<file path="src/hw/rtl/lpbt_pkg.sv">
// shared types and constants of the page buffer tag store
// no dependencies
package lpbt_pkg;
  localparam int NUM_FRAMES = 16;
  localparam int FW = $clog2(NUM_FRAMES);

  localparam logic [1:0] CMD_GET   = 2'd0;
  localparam logic [1:0] CMD_PUT   = 2'd1;
  localparam logic [1:0] CMD_CLOSE = 2'd2;

  localparam logic [2:0] ST_HIT     = 3'd0;
  localparam logic [2:0] ST_MISS    = 3'd1;
  localparam logic [2:0] ST_NOFREE  = 3'd2;
  localparam logic [2:0] ST_RELEASE = 3'd3;
  localparam logic [2:0] ST_FLUSH   = 3'd4;

  typedef struct packed {
    logic [1:0]  command;
    logic [9:0]  req_table;
    logic [31:0] req_page;
    logic [3:0]  slot;
    logic        set_dirty;
  } in_beat_t;

  typedef struct packed {
    logic [3:0]  slot_res;
    logic [2:0]  status;
    logic        write_back;
    logic [9:0]  wb_table;
    logic [31:0] wb_page;
    logic        read_needed;
    logic        last;
  } out_beat_t;

  // controller to datapath
  typedef struct packed {
    logic load;       // capture the input beat
    logic scan_clr;   // restart frame index at 0
    logic scan_step;  // advance the index
    logic do_get;     // resolve get: hit or victim
    logic do_put;     // apply put
    logic do_close;   // flush the frame at the index if it matches
    logic emit_get;   // load the get result
    logic emit_put;
    logic emit_flush; // flush entry result for the indexed frame
    logic emit_done;  // final close result
  } cmd_t;

  // datapath to controller
  typedef struct packed {
    logic [1:0] command;
    logic       tbl_zero;
    logic       scan_end;   // index is the last frame
    logic       close_hit;  // indexed frame belongs to the table
  } sts_t;
endpackage

</file>
<file path="src/hw/rtl/lpbt_datapath.sv">
// frame tag, pin, dirty and recency registers with hit and victim logic
// depends on lpbt_pkg
module lpbt_datapath (
  input  logic                clk,
  input  logic                rst_n,
  input  lpbt_pkg::in_beat_t  in_data,
  input  lpbt_pkg::cmd_t      cmd,
  output lpbt_pkg::sts_t      sts,
  output lpbt_pkg::out_beat_t res
);
  localparam int N = lpbt_pkg::NUM_FRAMES;
  localparam int W = lpbt_pkg::FW;

  logic [9:0]  tbl_r   [N];
  logic [31:0] page_r  [N];
  logic [7:0]  pin_r   [N];
  logic        dirty_r [N];
  logic [W-1:0] rank_r [N];
  lpbt_pkg::in_beat_t req_r;
  logic [W-1:0] idx_r;
  lpbt_pkg::out_beat_t res_r, res_nxt;

  // hit select and victim select, both flat across the frames
  logic hit_any, vic_any;
  logic [W-1:0] hit_idx, vic_idx;
  logic [N-1:0] free_by_rank;
  logic [W-1:0] frame_of_rank [N];
  always_comb begin
    hit_any = 1'b0; hit_idx = '0;
    vic_any = 1'b0; vic_idx = '0;
    free_by_rank = '0;
    for (int r = 0; r < N; r++) frame_of_rank[r] = '0;
    for (int i = N - 1; i >= 0; i--) begin
      if (tbl_r[i] == req_r.req_table && page_r[i] == req_r.req_page) begin
        hit_any = 1'b1; hit_idx = W'(i);
      end
    end
    // ranks are a permutation: order frames by rank, pick the highest free rank
    for (int i = 0; i < N; i++) begin
      free_by_rank[rank_r[i]] = (pin_r[i] == 8'd0);
      frame_of_rank[rank_r[i]] = W'(i);
    end
    for (int r = 0; r < N; r++) begin
      if (free_by_rank[r]) begin
        vic_any = 1'b1; vic_idx = frame_of_rank[r];
      end
    end
  end

  logic slot_ok;
  assign slot_ok = ({1'b0, req_r.slot} < (W + 1 > 4 ? (W + 1)'(N) : 5'(N)));
  logic [W-1:0] put_idx;
  assign put_idx = W'(req_r.slot);

  assign sts.command   = req_r.command;
  assign sts.tbl_zero  = (req_r.req_table == 10'd0);
  assign sts.scan_end  = (idx_r == W'(N - 1));
  assign sts.close_hit = (tbl_r[idx_r] == req_r.req_table);

  always_comb begin
    res_nxt = res_r;
    if (cmd.emit_get) begin
      res_nxt = '0;
      res_nxt.last = 1'b1;
      if (sts.tbl_zero || (!hit_any && !vic_any)) begin
        res_nxt.status = lpbt_pkg::ST_NOFREE;
      end else if (hit_any) begin
        res_nxt.status = lpbt_pkg::ST_HIT;
        res_nxt.slot_res = 4'(hit_idx);
      end else begin
        res_nxt.status = lpbt_pkg::ST_MISS;
        res_nxt.slot_res = 4'(vic_idx);
        res_nxt.read_needed = 1'b1;
        if (dirty_r[vic_idx]) begin
          res_nxt.write_back = 1'b1;
          res_nxt.wb_table = tbl_r[vic_idx];
          res_nxt.wb_page = page_r[vic_idx];
        end
      end
    end else if (cmd.emit_put) begin
      res_nxt = '0;
      res_nxt.status = lpbt_pkg::ST_RELEASE;
      res_nxt.slot_res = req_r.slot;
      res_nxt.last = 1'b1;
    end else if (cmd.emit_flush) begin
      res_nxt = '0;
      res_nxt.status = lpbt_pkg::ST_FLUSH;
      res_nxt.slot_res = 4'(idx_r);
      if (dirty_r[idx_r]) begin
        res_nxt.write_back = 1'b1;
        res_nxt.wb_table = tbl_r[idx_r];
        res_nxt.wb_page = page_r[idx_r];
      end
    end else if (cmd.emit_done) begin
      res_nxt = '0;
      res_nxt.status = lpbt_pkg::ST_FLUSH;
      res_nxt.last = 1'b1;
    end
  end

  always_ff @(posedge clk) begin
    res_r <= res_nxt;
    if (cmd.load) req_r <= in_data;
    if (cmd.scan_clr) idx_r <= '0;
    else if (cmd.scan_step) idx_r <= idx_r + W'(1);
  end

  always_ff @(posedge clk) begin
    if (!rst_n) begin
      for (int i = 0; i < N; i++) begin
        tbl_r[i] <= '0; page_r[i] <= '0; pin_r[i] <= '0;
        dirty_r[i] <= 1'b0; rank_r[i] <= W'(i);
      end
    end else begin
      if (cmd.do_get && !sts.tbl_zero) begin
        if (hit_any) begin
          if (pin_r[hit_idx] != 8'hff) pin_r[hit_idx] <= pin_r[hit_idx] + 8'd1;
        end else if (vic_any) begin
          tbl_r[vic_idx] <= req_r.req_table;
          page_r[vic_idx] <= req_r.req_page;
          pin_r[vic_idx] <= 8'd1;
          dirty_r[vic_idx] <= 1'b0;
        end
      end
      if (cmd.do_put && slot_ok) begin
        if (pin_r[put_idx] != 8'd0) pin_r[put_idx] <= pin_r[put_idx] - 8'd1;
        if (req_r.set_dirty && tbl_r[put_idx] != 10'd0) dirty_r[put_idx] <= 1'b1;
        for (int i = 0; i < N; i++) begin
          if (rank_r[i] < rank_r[put_idx]) rank_r[i] <= rank_r[i] + W'(1);
        end
        rank_r[put_idx] <= '0;
      end
      if (cmd.do_close && sts.close_hit) begin
        tbl_r[idx_r] <= '0; page_r[idx_r] <= '0;
        pin_r[idx_r] <= '0; dirty_r[idx_r] <= 1'b0;
      end
    end
  end

  assign res = res_r;

  // only one result source per cycle
  a_one_emit: assert property (@(posedge clk) disable iff (!rst_n)
    $onehot0({cmd.emit_get, cmd.emit_put, cmd.emit_flush, cmd.emit_done}))
    else $error("two result sources at once");
  // a closed frame is empty afterwards
  a_close_empty: assert property (@(posedge clk) disable iff (!rst_n)
    cmd.do_close && sts.close_hit && !sts.tbl_zero |=> tbl_r[$past(idx_r)] == 10'd0)
    else $error("closed frame still tagged");
  // a filled victim holds pin count one
  a_fill_pin: assert property (@(posedge clk) disable iff (!rst_n)
    cmd.do_get && !sts.tbl_zero && !hit_any && vic_any |=> pin_r[$past(vic_idx)] == 8'd1)
    else $error("victim not pinned");
endmodule

</file>
<file path="src/hw/rtl/lpbt_ctrl.sv">
// command sequencer: handshakes, close scan and result hold
// depends on lpbt_pkg
module lpbt_ctrl (
  input  logic             clk,
  input  logic             rst_n,
  input  logic             in_valid,
  output logic             in_stall,
  output logic             out_valid,
  input  logic             out_stall,
  input  lpbt_pkg::sts_t   sts,
  output lpbt_pkg::cmd_t   cmd
);
  localparam logic [2:0] S_IDLE  = 3'd0;
  localparam logic [2:0] S_EXEC  = 3'd1;
  localparam logic [2:0] S_SCAN  = 3'd2;
  localparam logic [2:0] S_DONE  = 3'd4;

  logic [2:0] state_r, state_nxt;
  logic valid_r, valid_nxt;
  logic free;
  assign free = !valid_r || !out_stall;

  always_comb begin
    cmd = '0;
    state_nxt = state_r;
    valid_nxt = valid_r && out_stall;
    in_stall = 1'b1;
    case (state_r)
      S_IDLE: begin
        in_stall = 1'b0;
        if (in_valid) begin
          cmd.load = 1'b1; cmd.scan_clr = 1'b1; state_nxt = S_EXEC;
        end
      end
      S_EXEC: begin
        case (sts.command)
          lpbt_pkg::CMD_GET: if (free) begin
            cmd.do_get = 1'b1; cmd.emit_get = 1'b1; valid_nxt = 1'b1; state_nxt = S_IDLE;
          end
          lpbt_pkg::CMD_PUT: if (free) begin
            cmd.do_put = 1'b1; cmd.emit_put = 1'b1; valid_nxt = 1'b1; state_nxt = S_IDLE;
          end
          lpbt_pkg::CMD_CLOSE: state_nxt = sts.tbl_zero ? S_DONE : S_SCAN;
          default: state_nxt = S_IDLE;
        endcase
      end
      S_SCAN: begin
        if (sts.close_hit) begin
          if (free) begin
            cmd.emit_flush = 1'b1; cmd.do_close = 1'b1; valid_nxt = 1'b1;
            cmd.scan_step = 1'b1;
            state_nxt = sts.scan_end ? S_DONE : S_SCAN;
          end
        end else begin
          cmd.scan_step = 1'b1;
          if (sts.scan_end) state_nxt = S_DONE;
        end
      end
      S_DONE: if (free) begin
        cmd.emit_done = 1'b1; valid_nxt = 1'b1; state_nxt = S_IDLE;
      end
      default: state_nxt = S_IDLE;
    endcase
  end

  always_ff @(posedge clk) begin
    if (!rst_n) begin
      state_r <= S_IDLE; valid_r <= 1'b0;
    end else begin
      state_r <= state_nxt; valid_r <= valid_nxt;
    end
  end

  assign out_valid = valid_r;

  // a result never gets overwritten while stalled
  a_hold: assert property (@(posedge clk) disable iff (!rst_n)
    valid_r && out_stall |-> !(cmd.emit_get || cmd.emit_put || cmd.emit_flush || cmd.emit_done))
    else $error("stalled result overwritten");
  // input only taken while idle
  a_take_idle: assert property (@(posedge clk) disable iff (!rst_n)
    !in_stall |-> state_r == S_IDLE)
    else $error("input taken while busy");
  // flush only during the scan
  a_flush_scan: assert property (@(posedge clk) disable iff (!rst_n)
    cmd.do_close |-> state_r == S_SCAN)
    else $error("flush outside scan");
endmodule

</file>
<file path="src/hw/rtl/lru_page_buffer_tags.sv">
// top level of the page buffer tag and lru store
// depends on lpbt_pkg, lpbt_ctrl, lpbt_datapath
//
// usage
//   in channel: one command beat (get, put, close) with in_valid / in_stall
//   out channel: result beats with out_valid / out_stall; last marks the
//   final beat of a command
//   one command is worked at a time; in_stall is high from acceptance until
//   the command's final beat is loaded into the output register
//   get and put: one beat, loaded into the output register from the exec
//   state once the receiver keeps up; hit compare and lru victim pick run
//   across all frames combinationally from registered tags
//   close: a scan of the frames, one frame a cycle unless a flush beat is
//   stalled; one flush beat for each frame of the table, then a done beat
//   reset: all frames empty, clean and unpinned, recency rank equals index
//   receiver stall: the output register holds its beat and the scan waits
//   before loading the next one; other work waits the same way
module lru_page_buffer_tags (
  input  logic                clk,
  input  logic                rst_n,
  input  logic                in_valid,
  output logic                in_stall,
  input  lpbt_pkg::in_beat_t  in_data,
  output logic                out_valid,
  input  logic                out_stall,
  output lpbt_pkg::out_beat_t out_data
);
  lpbt_pkg::cmd_t cmd;
  lpbt_pkg::sts_t sts;

  // sequencer
  lpbt_ctrl u_ctrl (
    .clk(clk), .rst_n(rst_n),
    .in_valid(in_valid), .in_stall(in_stall),
    .out_valid(out_valid), .out_stall(out_stall),
    .sts(sts), .cmd(cmd)
  );

  // frame state and result register
  lpbt_datapath u_dp (
    .clk(clk), .rst_n(rst_n),
    .in_data(in_data), .cmd(cmd), .sts(sts), .res(out_data)
  );
endmodule
</file>
<file path="config.mk">
export PLATFORM = sky130hd
export DESIGN_NAME = lru_page_buffer_tags
export DESIGN_NICKNAME = d
export VERILOG_FILES = /design/src/hw/rtl/lpbt_pkg.sv /design/src/hw/rtl/lpbt_datapath.sv /design/src/hw/rtl/lpbt_ctrl.sv /design/src/hw/rtl/lru_page_buffer_tags.sv
export SDC_FILE = /design/constraint.sdc
export NUM_CORES = 2
export LEC_CHECK = 0
export BUFFER_PORTS_ARGS = -buffer_cell sky130_fd_sc_hd__clkbuf_2
export CORE_UTILIZATION = 40
export CTS_CLUSTER_SIZE = 40
export DETAILED_ROUTE_END_ITERATION = 8
export SETUP_SLACK_MARGIN = 0.1
export SLEW_MARGIN = 20
export SYNTH_ARGS = -nofsm -noshare
export SYNTH_HDL_FRONTEND = slang
export SYNTH_SLANG_ARGS = --single-unit
export TNS_END_PERCENT = 1
</file>
<file path="constraint.sdc">
create_clock -name clk -period 15.65 [get_ports clk]
set_clock_uncertainty 0.05 [all_clocks]
set_input_delay 0.7825 -clock clk [delete_from_list [all_inputs] [get_ports clk]]
set_output_delay 0.7825 -clock clk [all_outputs]
set_load 0.02 [all_outputs]
</file>
; ---- Yosys cells after proc, flatten, opt, wreduce, memory -nomap -nowiden
; Memories as Yosys holds them, arrays and structs flattened. A register that Yosys moved wholly into a read port is not among the register bits.
; Cells that the tools add are included.
[word_totals]
register_bits = 109
ramBits = 880
in_bits = 53
out_inout_bits = 54
mem_count = 5
[memory_table]
columns = name, depth, word_bits, read_ports, rd_clocked_by_memory_dff, write_ports, line_no
row1 = u_dp.page_r, 16, 32, 18, 1, 16, lpbt_datapath.sv:15  ; logic [31:0] page_r [N];
row2 = u_dp.tbl_r, 16, 10, 19, 2, 16, lpbt_datapath.sv:14  ; logic [9:0] tbl_r [N];
row3 = u_dp.pin_r, 16, 8, 18, 1, 16, lpbt_datapath.sv:16  ; logic [7:0] pin_r [N];
row4 = u_dp.rank_r, 16, 4, 17, 1, 17, lpbt_datapath.sv:18  ; logic [W-1:0] rank_r [N];
row5 = u_dp.dirty_r, 16, 1, 2, 1, 16, lpbt_datapath.sv:17  ; logic dirty_r [N];
[classes]
add_sub_neg = 19
n_lt_le_gt_ge = 78
eq_ne = 43
mux = 324
n_bitwise = 71
n_reduce_logical = 96
[op_table]
columns = op, count
row1 = $eq 32x32->1, 16
row2 = $mux 4, 84
row3 = $bwmux 16, 15
row4 = $demux 4 s4, 15
row5 = $mux 52, 4
row6 = $and 32x32->32, 6
row7 = $not 32->32, 6
row8 = $or 32x32->32, 6
row9 = $or 48x48->48, 4
row10 = $eq 10x10->1, 17
row11 = $mux 1, 163
row12 = $not 48->48, 3
row13 = $logic_not 8->1, 16
row14 = $and 48x48->48, 2
row15 = $mux 44, 2
row16 = $mux 43, 2
row17 = $and 16x16->16, 5
row18 = $lt 4x5->1 const B, 16
row19 = $ge 5x5->1 const B, 15
row20 = $lt 5x1->1 const B, 15
row21 = $not 4->5, 15
row22 = $add 4x1->4 const B, 17
row23 = $demux 1 s4, 16
row24 = $ge 4x1->1 const B, 16
row25 = 43 further kinds, 155

; ---- Longest topological paths before layout
; An unclocked memory read counts as a cell.
[logic_depth]
depth_word = 46
ltp_mapped = 23

; ---- Modules after synthesis
; From an unflattened synthesis, not the netlist that was laid out.
[unflattened]
cells_unflattened = 8494
hier_area_um2 = 71771.3
[by_module_without_submodules]
columns = module, n_inst, cells_per_inst, area_each_um2, seq_area_each_um2
row1 = lpbt_datapath, 1, 8449, 71389.7, 20880.0
row2 = lpbt_ctrl, 1, 45, 381.6, 80.1

; ---- Least setup slack after synthesis
; OpenSTA, ideal clock, no wires.
[synth_timing]
path_kind = register -> register
startpoint = mem u_dp.pin_r[11][5]
endpoint = mem u_dp.page_r[8][0] (enable)
t_arrival_ns = 5.052
t_required_ns = 15.200
slack_ns = 10.148
path_stages_with_launch = 18
cell_sequence = edfxtp_1 -> nor4_4 -> nand2_2 -> a22o_1 -> or4_1 -> o22ai_2 -> a221oi_2 -> or4b_1 -> o2111ai_1 -> nor4_1 -> o21ai_4 -> nand2_2 -> o21bai_1 -> nand3_1 -> or2_1 -> clkbuf_1 -> clkbuf_1 -> nand2_1
[synth_lines]
columns = item, line_no
row1 = start: declaration, lpbt_datapath.sv:16
row2 = end: declaration, lpbt_datapath.sv:15

==> metrics.cfg <==
[pwr]
p_int_w = 0.00550
ir_drop_mv = 0.128
power-per-cell-area_nw_per_um2 = 113
switchingPower_w = 0.00316
pwr-share-comb_pct = 31.0
p_leak_nw = 27.3
power_frac_clock_pct = 32.5
netSwitchingFraction_pct = 36.5
seq_power_share_pct = 36.5

[clock_tree]
hold_buffers = 0
clock_path_buffers = 3
cts_resized = 0
path_clk_slew_ps = 70
cts_root_buf = clkbuf_16
cts_tree = built
htreeDepth = 3
clock_latency_ps = 820
cts_sinks = 997
numCtsBuffers = 113
cts_setup_buffers = 0

[synth]
netlist_top_cells_area = edfxtp_1 (39%), mux2i_1 (9.0%), mux4_2 (8.9%)
synthArstFlopShare_pct = 0
ys_ff_latch = 997
synthTopCellsByCount = nor2_1 (982), edfxtp_1 (900), mux2i_1 (626), xnor2_1 (454), nand2_1 (414)
synthCells = 6507
synth_area_sq_um = 69400
synthesis.nets = 6676
yosys.area.top_type = edfxtp_1
synth-main-ff-cell = edfxtp_1
synth.avg_cell_area_sq_um = 10.7
yosysTopAreaCellShare_pct = 39.0
ys_seq_area_share_pct = 41.8
synth_edf_count = 900
synthDistinctLibCells = 98
yosysMostFrequentCell = nor2_1
yosysWarnings = 0

[detailed_routing]
ant_nets = 0
routed_wl_mm = 368
drt_iter0_markers = 10995
route.vias.total = 60960
viasPerCell = 6.89
post_drt_wl_per_cell_microns = 41.6
drcViolationCount = 0
dr.pass1.iters = 7

[placed_design]
numPlacedInstances = 8632
gp_congestion = 1.11
place.port_buffers = 106
dp_hpwl_mm = 274

[setup_path]
worstPathArrival_ps = 9750
worst_ep_required_time_ps = 16040
crit_path_start_kind = register
cp_max_fo = 59
endpoint_kind = register
critPathKind = register to register

[timing]
tns_ps = 0
fin_crit_ps = 9360
rsz0062_at_grt = no
max_slew_margin_pct = 3.04
finalCritPeriodShare_pct = 59.8
setup_violations = 0
worst_pin_slew_ps = 1440
drv_slew = 0
hold_viol = 0
timing.fmax_mhz = 107

[global_route]
grtUsageTotal_pct = 41.0
grt_pass1_wl_mm = 490
grt_overflow_total = 0
grt_max_degree = 120
antenna_found_initial = 23
grt_pass1_vias = 55345

[die]
core_area_sq_um = 172000
ioPinCount = 107
start_util_pct = 40.4
row_count = 152
die_area_sq_um = 175000
fp.dieW_microns = 418
die_h_microns = 418

[layout]
stdcell_count = 8851
final_layout_size_suffix_gt1_share_pct = 14.2
syn_to_final_growth_pct = 10.2
final_nets = 6606

[hold_path]
hold_class = input pin to register

[status]
status = finished, final reports clean

[run]
cap_violations = 0

## power groups by stage
| stage | Sequential, W | Clock [W] | Combinational (W) |
|---|---|---|---|
| floorplan | 0.00314 | 0 | 0.00164 |
| global placement | 0.00321 | 0 | 0.00253 |
| detailed placement | 0.00321 | 0 | 0.00254 |
| CTS | 0.00315 | 0.00281 | 0.00255 |
| global route | 0.00317 | 0.00290 | 0.00271 |
| finish | 0.00317 | 0.00281 | 0.00268 |
## worst max-delay path: stages (launching register included)
cell and delay (ps):
edfxtp_1 480, nor4_4 910, nand2_1 220, buf_4 300, a2111oi_0 470, o211ai_1 220, a31oi_1 460, o22ai_1 320
or3b_2 380, a311oi_1 70, o31ai_1 960, and2_4 680, buf_4 890, nand2_1 100, o21ai_0 620, nand2b_2 110
buf_4 380, nand2_2 660, buf_4 570
## layout by cell type (no fill, tap or decap), types with 48 or more instances in the layout
cell type and instances:
nand4_1 182, nor2_1 979, mux2i_1 626, o211ai_1 55, clkbuf_16 114, o21ai_0 134
dfxtp_1 91, a22oi_1 93, mux4_2 275, nand2_1 390, buf_4 194, xor2_1 285
nand3_1 156, a22o_1 48, ha_1 116, a21oi_1 144, edfxtp_1 900, xnor2_1 449
nor4_1 128, nor3_1 53, inv_1 57, clkbuf_2 105
## layer usage
metal / global-route usage (%) / share of wire, %
met5: 0 / 0.086
met3: 18.4 / 16
met1: 56.1 / 40
met4: 16.3 / 5.1
met2: 55.9 / 40
## stage by stage
| stage | hold slack (ps) | power (W) | util (%) | setup slack, ps | instance area, sq um |
|---|---|---|---|---|---|
| after floorplan | 390 | 0.00478 | - | 10150 | 69400 |
| final | 93.3 | 0.00866 | 44.5 | 6290 | 76500 |
| after global placement | 408 | 0.00574 | 42.2 | 6870 | 72500 |
| after detailed placement | 417 | 0.00575 | 42.2 | 6760 | 72600 |
| after global routing | 84.1 | 0.00878 | 44.5 | 6320 | 76400 |
| after CTS | 61.7 | 0.00852 | 44.4 | 6760 | 76400 |
## final cells by class
class	count	area (sq um)
diodes	13	32.5
clock buffers	129	2930
clock inverters	77	870
fillers	16298	95500
inverters	60	226
multi-input cells	4964	38500
flip-flops and latches	997	29000
well taps	2310	2890
repair buffers	301	2020
## registers in the layout, summed over array words and instances (netlist names), named ones only
signal,cells
u_dp.rank_r,64
u_ctrl.out_valid,1
u_dp.dirty_r,16
u_dp.tbl_r,160
u_dp.req_r,43
u_ctrl.state_r,3
u_dp.res,52
u_dp.idx_r,4
u_dp.sts,2
u_dp.put_idx,4
u_dp.pin_r,128
u_dp.page_r,512
## final timing paths
check | start | end | slack, ps | cells after the start
setup / recovery | u_dp.pin_r[9][5] | u_dp.tbl_r[13][4] | 6290 | 18
hold / removal | in_data[16] | u_dp.req_r[16] | 90 | 1
setup reg to reg | u_dp.pin_r[9][5] | u_dp.tbl_r[13][4] | 6290 | 18
hold reg to reg | u_dp.dirty_r[8] | u_dp.dirty_r[8] | 420 | 2
## cells by family after synthesis
logic type                 after synthesis  share of synthesized area [%]
xor gates and xnor gates               744                           9.39
DFF                                    997                           41.8
muxes                                  923                           18.3
AOI/OAI and AO/OA                      835                           8.39
adders and majority gates              116                           2.09
buffers and inverters                  546                           3.35
and+or+nand+nor                       2346                           16.7
Note: power is estimated with default switching activity, not from simulation.
